==> src/rtl/bcdc_pkg.sv <==
// shared types and constants for the battery compensated duty cycle block
// no dependencies; used by bcdc_div and the top level

package bcdc_pkg;

  // serial divider geometry
  localparam int NUM_W  = 26;
  localparam int DEN_W  = 12;
  localparam int CNT_W  = 5;
  localparam logic [CNT_W-1:0] DIV_STEPS = CNT_W'(NUM_W);

  // value limits
  localparam logic [11:0] BATT_MAX  = 12'd3200;
  localparam logic [13:0] CMD_MAX   = 14'd10000;
  localparam logic [25:0] COMP_GAIN = 26'd1000;
  localparam logic [25:0] ROUND_OFS = 26'd500;
  localparam logic [11:0] MAP_DEN   = 12'd1000;
  localparam logic [11:0] PWM_DEN   = 12'd625;

  // configuration register indexes
  localparam logic [2:0] REG_NOMINAL  = 3'd0;
  localparam logic [2:0] REG_SAT_LOW  = 3'd1;
  localparam logic [2:0] REG_SAT_HIGH = 3'd2;
  localparam logic [2:0] REG_DUTY_ZER = 3'd3;
  localparam logic [2:0] REG_DUTY_FUL = 3'd4;
  localparam logic [2:0] REG_INVERT   = 3'd5;

  // request into the shared divider
  typedef struct packed {
    logic             start;
    logic [NUM_W-1:0] numer;
    logic [DEN_W-1:0] denom;
  } div_req_t;

endpackage

==> src/rtl/bcdc_div.sv <==
// bit-serial restoring divider, one quotient bit per cycle
// depends on bcdc_pkg for widths and the request struct

module bcdc_div (
  input  logic                   clk,
  input  logic                   rst,
  input  bcdc_pkg::div_req_t     req,
  output logic                   done,
  output logic [bcdc_pkg::NUM_W-1:0] quot
);
  import bcdc_pkg::*;

  logic [CNT_W-1:0] cnt;
  logic [NUM_W-1:0] acc;
  logic [DEN_W-1:0] rem;
  logic [DEN_W-1:0] den;
  logic [DEN_W:0]   trial;
  logic             fits;

  // numerator shifts out at the top, quotient bits shift in at the bottom
  assign trial = {rem, acc[NUM_W-1]};
  assign fits  = (trial >= {1'b0, den});

  always_ff @(posedge clk) begin
    if (rst) begin
      cnt  <= '0;
      done <= 1'b0;
    end else begin
      done <= 1'b0;
      if (req.start) begin
        cnt <= DIV_STEPS;
      end else if (cnt != '0) begin
        cnt  <= cnt - CNT_W'(1);
        done <= (cnt == CNT_W'(1));
      end
    end
  end

  always_ff @(posedge clk) begin
    if (req.start) begin
      acc <= req.numer;
      rem <= '0;
      den <= req.denom;
    end else if (cnt != '0) begin
      acc <= {acc[NUM_W-2:0], fits};
      rem <= fits ? DEN_W'(trial - {1'b0, den}) : trial[DEN_W-1:0];
    end
  end

  assign quot = acc;

endmodule

==> src/rtl/battery_compensated_duty_cycle.sv <==
// Battery compensated duty cycle: filters the battery sample, compensates the
// request for battery voltage and maps it onto a PWM duty value. Uses bcdc_pkg
// and bcdc_div. One transaction is worked on at a time. Its three divisions
// (compensation, duty mapping with rounding, PWM scaling) run one after the
// other on the shared bit-serial divider, and the next input is taken the
// cycle after the result is placed in the output register. A finished result
// waits there without holding up the next input. The first sample after reset
// serves as its own predecessor in the two-sample average.

module battery_compensated_duty_cycle (
  input  logic        clk,
  input  logic        rst,
  // apb configuration port
  input  logic        psel,
  input  logic        penable,
  input  logic        pwrite,
  input  logic [4:0]  paddr,
  input  logic [31:0] pwdata,
  output logic [31:0] prdata,
  output logic        pready,
  // input stream
  input  logic        s_axis_tvalid,
  output logic        s_axis_tready,
  input  logic [31:0] s_axis_tdata,  // battery_sample[15:0], power_request, test_setpoint
  input  logic        s_axis_tuser,  // test_active
  // result stream
  output logic        m_axis_tvalid,
  input  logic        m_axis_tready,
  output logic [87:0] m_axis_tdata   // filtered_battery[11:0], corrected_command,
                                     // saturated_command, converted_duty,
                                     // drive_duty, pwm_register, zero pad
);
  import bcdc_pkg::*;

  localparam logic [2:0] ST_IDLE = 3'd0;
  localparam logic [2:0] ST_DIV1 = 3'd1;
  localparam logic [2:0] ST_MAP  = 3'd2;
  localparam logic [2:0] ST_DIV2 = 3'd3;
  localparam logic [2:0] ST_DIV3 = 3'd4;
  localparam logic [2:0] ST_FIN  = 3'd5;

  // configuration
  logic [7:0] nominal_battery;
  logic [9:0] sat_low;
  logic [9:0] sat_high;
  logic [9:0] duty_at_zero;
  logic [9:0] duty_at_full;
  logic       invert_duty;
  logic       cfg_wr;

  logic [2:0]  state;
  logic        s_accept;
  logic        m_load;

  // state and working registers
  logic [11:0] previous_battery;
  logic        primed;
  logic [11:0] filt;
  logic [13:0] cor;
  logic [13:0] sat;
  logic [13:0] cnv;
  logic [13:0] drv;
  logic [15:0] pwm;

  // divider
  div_req_t         div_req;
  logic             div_done;
  logic [NUM_W-1:0] div_quot;

  // ---------------------------------------------------------------- apb
  assign pready = 1'b1;
  assign cfg_wr = psel & penable & pwrite & pready;

  always_ff @(posedge clk) begin
    if (rst) begin
      nominal_battery <= 8'd0;
      sat_low         <= 10'd0;
      sat_high        <= 10'd1000;
      duty_at_zero    <= 10'd0;
      duty_at_full    <= 10'd1000;
      invert_duty     <= 1'b0;
    end else if (cfg_wr) begin
      unique case (paddr[4:2])
        REG_NOMINAL:  nominal_battery <= pwdata[7:0];
        REG_SAT_LOW:  sat_low         <= pwdata[9:0];
        REG_SAT_HIGH: sat_high        <= pwdata[9:0];
        REG_DUTY_ZER: duty_at_zero    <= pwdata[9:0];
        REG_DUTY_FUL: duty_at_full    <= pwdata[9:0];
        REG_INVERT:   invert_duty     <= pwdata[0];
        default: ;
      endcase
    end
  end

  always_comb begin
    unique case (paddr[4:2])
      REG_NOMINAL:  prdata = {24'd0, nominal_battery};
      REG_SAT_LOW:  prdata = {22'd0, sat_low};
      REG_SAT_HIGH: prdata = {22'd0, sat_high};
      REG_DUTY_ZER: prdata = {22'd0, duty_at_zero};
      REG_DUTY_FUL: prdata = {22'd0, duty_at_full};
      REG_INVERT:   prdata = {31'd0, invert_duty};
      default:      prdata = 32'd0;
    endcase
  end

  // ---------------------------------------------------------------- filter
  logic signed [15:0] samp;
  logic [11:0]        samp_clamp;
  logic [11:0]        prev_eff;
  logic signed [17:0] avg_sum;
  logic [15:0]        avg_half;
  logic [11:0]        filt_c;
  logic [7:0]         req_sel;
  logic [15:0]        req_prod;
  logic [NUM_W-1:0]   numer1;

  assign samp       = s_axis_tdata[15:0];
  assign samp_clamp = samp[15] ? 12'd0 :
                      (samp > $signed({4'd0, BATT_MAX})) ? BATT_MAX : samp[11:0];
  assign prev_eff   = primed ? previous_battery : samp_clamp;
  assign avg_sum    = {{2{samp[15]}}, samp} + $signed({6'd0, prev_eff});
  // a negative sum halves to zero or below, which clamps to zero either way
  assign avg_half   = avg_sum[16:1];
  assign filt_c     = avg_sum[17] ? 12'd0 :
                      (avg_half > {4'd0, BATT_MAX}) ? BATT_MAX : avg_half[11:0];

  assign req_sel  = s_axis_tuser ? s_axis_tdata[31:24] : s_axis_tdata[23:16];
  assign req_prod = nominal_battery * req_sel;
  assign numer1   = {10'd0, req_prod} * COMP_GAIN;

  // ---------------------------------------------------------------- compensation cap
  logic [13:0] cor_c;
  assign cor_c = (filt == 12'd0) ? 14'd0 :
                 (div_quot > {12'd0, CMD_MAX}) ? CMD_MAX : div_quot[13:0];

  // ---------------------------------------------------------------- saturation
  logic [13:0] lo_bound;
  logic [13:0] hi_bound;
  logic [13:0] sat_a;
  logic [13:0] sat_b;
  logic [13:0] sat_c;
  logic        rising;
  logic [9:0]  delta;
  logic [23:0] map_prod;
  logic [NUM_W-1:0] numer2;

  assign lo_bound = {1'b0, sat_low, 3'd0} + {3'd0, sat_low, 1'b0};
  assign hi_bound = {1'b0, sat_high, 3'd0} + {3'd0, sat_high, 1'b0};
  assign sat_a    = (cor > hi_bound) ? hi_bound : cor;
  assign sat_b    = (sat_a < lo_bound) ? lo_bound : sat_a;
  assign sat_c    = (sat_b > CMD_MAX) ? CMD_MAX : sat_b;

  assign rising   = (duty_at_full > duty_at_zero);
  assign delta    = rising ? (duty_at_full - duty_at_zero) : (duty_at_zero - duty_at_full);
  assign map_prod = sat_c * delta;
  assign numer2   = {2'd0, map_prod} + ROUND_OFS;

  // ---------------------------------------------------------------- duty mapping
  logic [13:0] zero10;
  logic [13:0] rnd;
  logic [14:0] up_sum;
  logic [13:0] down_diff;
  logic [13:0] cnv_c;
  logic [13:0] drv_c;
  logic [NUM_W-1:0] numer3;

  assign zero10    = {1'b0, duty_at_zero, 3'd0} + {3'd0, duty_at_zero, 1'b0};
  assign rnd       = div_quot[13:0];
  assign up_sum    = {1'b0, zero10} + {1'b0, rnd};
  assign down_diff = (rnd > zero10) ? 14'd0 : (zero10 - rnd);
  always_comb begin
    if (rising) begin
      cnv_c = (up_sum > {1'b0, CMD_MAX}) ? CMD_MAX : up_sum[13:0];
    end else begin
      cnv_c = (down_diff > CMD_MAX) ? CMD_MAX : down_diff;
    end
  end
  assign drv_c  = invert_duty ? (CMD_MAX - cnv_c) : cnv_c;
  assign numer3 = {1'b0, drv_c, 11'd0};

  // ---------------------------------------------------------------- sequencer
  assign s_axis_tready = (state == ST_IDLE);
  assign s_accept      = s_axis_tvalid & s_axis_tready;
  assign m_load        = (state == ST_FIN) & (~m_axis_tvalid | m_axis_tready);

  always_comb begin
    div_req.start = 1'b0;
    div_req.numer = numer1;
    div_req.denom = filt_c;
    unique case (state)
      ST_IDLE: div_req.start = s_accept;
      ST_MAP: begin
        div_req.start = 1'b1;
        div_req.numer = numer2;
        div_req.denom = MAP_DEN;
      end
      ST_DIV2: begin
        div_req.start = div_done;
        div_req.numer = numer3;
        div_req.denom = PWM_DEN;
      end
      default: ;
    endcase
  end

  bcdc_div u_div (
    .clk  (clk),
    .rst  (rst),
    .req  (div_req),
    .done (div_done),
    .quot (div_quot)
  );

  always_ff @(posedge clk) begin
    if (rst) begin
      state            <= ST_IDLE;
      primed           <= 1'b0;
      previous_battery <= 12'd0;
      m_axis_tvalid    <= 1'b0;
    end else begin
      if (m_load) begin
        m_axis_tvalid <= 1'b1;
      end else if (m_axis_tready) begin
        m_axis_tvalid <= 1'b0;
      end
      if (s_accept) begin
        primed           <= 1'b1;
        previous_battery <= samp_clamp;
      end
      unique case (state)
        ST_IDLE: if (s_accept) state <= ST_DIV1;
        ST_DIV1: if (div_done) state <= ST_MAP;
        ST_MAP:  state <= ST_DIV2;
        ST_DIV2: if (div_done) state <= ST_DIV3;
        ST_DIV3: if (div_done) state <= ST_FIN;
        ST_FIN:  if (m_load) state <= ST_IDLE;
        default: state <= ST_IDLE;
      endcase
    end
  end

  always_ff @(posedge clk) begin
    if (s_accept) filt <= filt_c;
    if (state == ST_DIV1 && div_done) cor <= cor_c;
    if (state == ST_MAP) sat <= sat_c;
    if (state == ST_DIV2 && div_done) begin
      cnv <= cnv_c;
      drv <= drv_c;
    end
    if (state == ST_DIV3 && div_done) pwm <= div_quot[15:0];
    if (m_load) m_axis_tdata <= {4'd0, pwm, drv, cnv, sat, cor, filt};
  end

  // ---------------------------------------------------------------- checks
  a_done_in_div: assert property (@(posedge clk) disable iff (rst)
    div_done |-> (state == ST_DIV1 || state == ST_DIV2 || state == ST_DIV3))
    else $error("divider finished outside a division step");

  a_accept_starts: assert property (@(posedge clk) disable iff (rst)
    s_accept |=> (state == ST_DIV1))
    else $error("accepted transaction did not start compensation");

  a_result_range: assert property (@(posedge clk) disable iff (rst)
    m_axis_tvalid |-> (m_axis_tdata[11:0] <= BATT_MAX && m_axis_tdata[25:12] <= CMD_MAX
                       && m_axis_tdata[39:26] <= CMD_MAX))
    else $error("result field out of range");

  a_zero_battery: assert property (@(posedge clk) disable iff (rst)
    (m_axis_tvalid && m_axis_tdata[11:0] == 12'd0) |-> (m_axis_tdata[25:12] == 14'd0))
    else $error("nonzero command with zero battery voltage");

  a_load_free: assert property (@(posedge clk) disable iff (rst)
    (m_axis_tvalid && !m_axis_tready) |=> $stable(m_axis_tdata))
    else $error("pending result overwritten");

endmodule
==> config.mk <==
export PLATFORM = sky130hd
export DESIGN_NAME = battery_compensated_duty_cycle
export DESIGN_NICKNAME = d
export VERILOG_FILES = /design/src/rtl/bcdc_pkg.sv /design/src/rtl/bcdc_div.sv /design/src/rtl/battery_compensated_duty_cycle.sv
export SDC_FILE = /design/constraint.sdc
export NUM_CORES = 1
export LEC_CHECK = 0
export BUFFER_PORTS_ARGS = -buffer_cell sky130_fd_sc_hd__buf_2
export CAP_MARGIN = 40
export CORE_ASPECT_RATIO = 1.75
export CORE_UTILIZATION = 55
export CTS_BUF_LIST = sky130_fd_sc_hd__clkbuf_16
export DETAILED_ROUTE_END_ITERATION = 7
export GPL_TIMING_DRIVEN = 0
export MAX_ROUTING_LAYER = met4
export PLACE_DENSITY = 0.77
export SLEW_MARGIN = 20
export SYNTH_ARGS = -nofsm -noshare
export SYNTH_HDL_FRONTEND = slang
export SYNTH_HIERARCHICAL = 1
export SYNTH_SLANG_ARGS = --single-unit
==> constraint.sdc <==
create_clock -name clk -period 12.41 [get_ports clk]
set_input_delay 0.6205 -clock clk [delete_from_list [all_inputs] [get_ports clk]]
set_output_delay 0.6205 -clock clk [all_outputs]
set_load 0.01 [all_outputs]
Word-level counts from Yosys, hierarchy flattened
Index checks and enable logic that the tools add are counted.
- flip-flop bits (word level): 290
- output and inout port bits: 123
- add/subtract/negate cells: 12
- $mul: 3
- magnitude comparators: 11
- eq/ne operators: 16
- mux-type cells: 32
- bitwise logic cells: 7
- reduce and logical (&&, ||, !) cells: 19
- operators with widths (cell ; number):
    2-to-1 mux 14 bit ; 9
    case mux 38 bit (2 select lines) ; 1
    2-to-1 mux 12 bit ; 6
    case mux 10 bit (6 select lines) ; 1
    2-to-1 mux 26 bit ; 2
    adder 13 x 11 -> 14 bit ; 3
    > comparator 14 bit ; 2
    > comparator 14 bit (second input constant) ; 2
    > comparator 26 x 14 -> 1 bit (second input constant) ; 1
    adder 24 x 9 -> 25 bit (second input constant) ; 1
    multiplier 14 x 10 -> 24 bit ; 1
    multiplier 16 x 7 -> 23 bit (second input constant) ; 1
    subtractor 10 bit ; 2
    case mux 3 bit (6 select lines) ; 1
    adder 16 x 13 -> 17 bit ; 1
    > comparator 16 x 12 -> 1 bit (second input constant) ; 1
    > comparator 16 x 13 -> 1 bit (second input constant) ; 1
    multiplier 8 x 8 -> 16 bit ; 1
    adder 14 x 14 -> 15 bit ; 1
    > comparator 15 x 14 -> 1 bit (second input constant) ; 1
    2-to-1 mux 3 bit ; 5
    less-than comparator 14 bit ; 1
    subtractor 14 bit ; 1
    subtractor 14 bit (first input constant) ; 1
    27 further kinds ; 53

Longest topological paths before layout
- depth after elaboration: 11
- mapped depth: 58
- mapped depth without buffers: 54

By module
The synthesis kept the hierarchy.
- by module, submodules not included (module ; times used ; cells each ; area each (um^2) ; seq. area each (um^2)):
    battery_compensated_duty_cycle ; 1 ; 2551 ; 23852.9 ; 6306.0
    bcdc_div ; 1 ; 250 ; 2836.5 ; 1501.4

Least setup slack after synthesis
Ideal clock, no wire load.
- kind: flip-flop to flip-flop
- start point: reg sat_high[0]
- end point: reg u_div.acc[24] (netlist: u_div/quot[24]), data pin
- setup time: 0.260 ns
- arrival time: 11.337 ns
- required time: 12.150 ns
- path slack: 0.813 ns
- cell stages (with the launch flop): 55
- period minus slack after synthesis: 11.597 ns
- cell sequence: dfxtp_1 -> ha_1 -> fa_1 -> a21o_1 -> a21oi_1 -> o21bai_1 -> a21oi_1 -> o21bai_1 -> a21oi_1 -> xnor2_1 -> inv_1 -> ha_1 -> nand4_1 -> nor2_1 -> a21oi_1 -> a22oi_1 -> nand2_1 -> clkbuf_1 -> [19 not listed] -> fa_1 -> inv_1 -> fa_1 -> inv_1 -> ha_1 -> inv_1 -> nor2_1 -> o21a_1 -> o41ai_1 -> o21ai_0 -> o41a_1 -> a211oi_1 -> o21bai_1 -> a21oi_1 -> xnor2_1 -> nor2_1 -> a221o_1 -> mux2_2
- RTL lines (item ; RTL line ; text):
    start: declaration ; battery_compensated_duty_cycle.sv:45 ; logic [9:0] sat_high;
    start signal: assignment ; battery_compensated_duty_cycle.sv:86 ; REG_SAT_HIGH: sat_high <= pwdata[9:0];
    end signal: assignment ; bcdc_div.sv:41 ; acc <= req.numer;
    end signal: assignment ; bcdc_div.sv:45 ; acc <= {acc[NUM_W-2:0], fits};
    end: declaration ; bcdc_div.sv:14 ; logic [NUM_W-1:0] acc;

==> qor.yml <==
outcome:
  outcome: "finished, final reports clean"
worst_setup_path:
  critical_path.top_delay_family: "compound AO/OA/AOI/OAI gates"
  slowest_delay_ns: 0.54
  crit_path_start_kind: "flop"
  setup.worst_path.class: "reg -> reg"
  worst_setup_path_end_kind: "flop"
  reg2reg_depth: 55
  path_buf_inv: 9
  critical_path_arrival_ns: 12.48
  required_ns: 12.76
  cp.depth: 55
  critPathMostFrequentCell: "inv_1"
  cpMaxStageDelayCell: "fa_1"
  cp_max_fo: 10
finish:
  multiInputGateArea_mm2: 0.0173
  nets: 3582
  syn_to_final_growth_pct: 12.2
  fill_cells: 3975
  regArea_mm2: 0.00781
  stdcell_area_mm2: 0.0299
  postLayoutCoreUtil_pct: 62.5
  fin_cells: 3707
  drive_gt1_share_pct: 13.6
sta:
  clock_skew_ns: 0.0238
  timing.final.hold_violations: 0
  holdWs_ns: 0.327
  finalCritPeriodShare_pct: 97.7
  worst_slew_pin_slew_ns: 0.949
  slew_violations: 0
  fin_crit_ns: 12.13
  fmax_mhz: 82.5
  fin_setup_tns_ns: 0
  setup_viol: 0
  slew_headroom_pct: 35.9
  rsz0062_at_grt: "yes"
synth:
  synth.area.top_cells: "edfxtp_1 23%, fa_1 15%, ha_1 13%"
  netlist_area_mm2: 0.0267
  async_flop_share_pct: 0
  post-synth-top-count-cell: "inv_1"
  synth.top_cell.area_share_pct: 23.0
  synthCells: 2801
  synthDistinctLibCells: 100
  synth_seq_cells: 288
  yosysSeqAreaShare_pct: 29.3
  yosysTopAreaCell: "edfxtp_1"
  synth_edf_count: 204
  ys_top_cells_by_count: "369 x inv_1, 269 x ha_1, 255 x nand2_1, 204 x edfxtp_1, 202 x nor2_1"
  synth-main-ff-cell: "edfxtp_1"
  syn_avg_cell_area_um2: 9.53
  yosys_warnings: 6
power:
  leakage_nw: 13.6
  vdd_drop_max_mv: 0.248
  power_density_mw_per_mm2: 196
job:
  max_cap_viol_count: 0
place:
  dp_hpwl_um: 62400
  post-place-cells: 3631
  routabilityCongestion: 1.01
  io_buffer_count: 147
  postPlaceCellArea_mm2: 0.0285
routing:
  via_per_inst: 5.78
  drtPass1Iterations: 5
  routed_wl_um: 75600
  num_vias: 21400
  drt_iter0_drc: 1410
  wl_per_cell_um: 20.4
  post-route-drc-count: 0
  ant_nets: 0
hold_path:
  hold_path_depth: 3
  hold_class: "in -> reg"
grt:
  track_usage_pct: 31.8
  grt_pass1_vias: 21700
  antenna_found_initial: 1
  grt_max_degree: 61
  overflow: 0
  grt_pass1_wl_um: 117000
clocking:
  clk_latency_ns: 0.62
  htreeDepth: 1
  clock-sinks: 288
  cts.clk_slew.worst_paths_ns: 0.07
  root_buffer: "clkbuf_16"
  numCtsBuffers: 29
  cts_tree: "done"
  cts_buffer_depth: 3
die:
  die_w_um: 169
  ios: 200
  row_count: 106
  die_h_um: 293
  floorplan.initialDensity_pct: 55.7
  core_area_mm2: 0.0479
  dieArea_mm2: 0.0494
==> stage by stage <==
step	power (mW)	worst slack, ns
after detailed placement	4.69	-2.23
after CTS	5.73	0.0130
after global routing	6.26	-0.0608
after floorplan	3.67	0.813
after global placement	4.60	-2.00
final	5.87	0.283
==> final cells by class <==
cell class | count | area share, %
plain buffers | 117 | 1.97
multi-input cells | 2046 | 57.7
diodes | 1 | 0.00836
flip-flops and latches | 288 | 26.1
clock inverters | 25 | 0.894
well taps | 648 | 2.71
clock buffers | 29 | 2.42
inverters | 371 | 4.67
repair buffers | 182 | 3.58
==> metal layers <==
layer / up-vias / global-route usage [%] / routed length, um
li1: 9980 / - / -
met1: 10400 / 32.9 / 26900
met2: 786 / 57.1 / 39100
met3: 277 / 3.22 / 3720
met4: 0 / 21.0 / 5920
met5: - / - / 0
==> logic make-up after synthesis <==
family,after synthesis,synth area share [%]
buffers and inverters,492,7.43
muxes,94,3.88
AOI/OAI and AO/OA,530,13.2
DFF,288,29.3
xor gates and xnor gates,127,4.17
other,2,0.0281
and+or+nand+nor,798,14.4
adders and majority gates,470,27.7
==> what timing repair did <==
| item | CTS | global route |
|---|---|---|
| pin swaps | 7 | 22 |
| setup endpoints to repair | 16 | 9 |
| gates resized for setup | 52 | 27 |
| hold buffers | 0 | 0 |
| cloned | 0 | 0 |
| setup buffers | 6 | 16 |
==> worst register-to-register path: cells and delay by family (launching register included) <==
kind            cells  cell delay, ns
fa+ha+maj          10            3.81
xor+xnor            1            0.17
buf+inv             9            0.88
compound gates     25            5.24
simple gates        8            0.94
flops               1            0.37
mux                 2            0.49
==> report_power, final <==
group          leakage (nW)  switching, mW  total (mW)  internal, mW
logic                  10.6           2.27        3.70          1.43
registers              2.58          0.102        1.24          1.14
clock network         0.479          0.439       0.927         0.489
==> placed cells by master (no fill, tap or decap), drive strengths merged, types with 52 or more instances in the layout <==
| cell type | count |
|---|---|
| clkbuf | 96 |
| fa | 201 |
| nor2 | 202 |
| a21oi | 155 |
| nand2 | 255 |
| o21ai | 101 |
| xnor2 | 89 |
| dfxtp | 84 |
| mux2i | 54 |
| and2 | 87 |
| ha | 269 |
| edfxtp | 204 |
| buf | 231 |
| nor3 | 52 |
| inv | 380 |
==> flip-flops by register name, indices dropped and copies added, names as in the netlist, 12 cells and up <==
| register | count |
|---|---|
| m_axis_tdata | 83 |
| sat | 14 |
| u_div/quot | 26 |
| previous_battery | 12 |
| filt | 12 |
| drv | 13 |
| cnv | 14 |
| u_div/rem | 12 |
| u_div/den | 12 |
| cor | 14 |
| pwm | 16 |
==> final timing paths <==
check                        from                   to  slack (ns)
setup / recovery      sat_high[2]       u_div/quot[18]        0.28
hold / removal    s_axis_tdata[6]  previous_battery[6]        0.33
setup reg to reg      sat_high[2]       u_div/quot[18]        0.28
hold reg to reg            sat[1]     m_axis_tdata[27]        0.41
(Power assumes the default switching activity.)
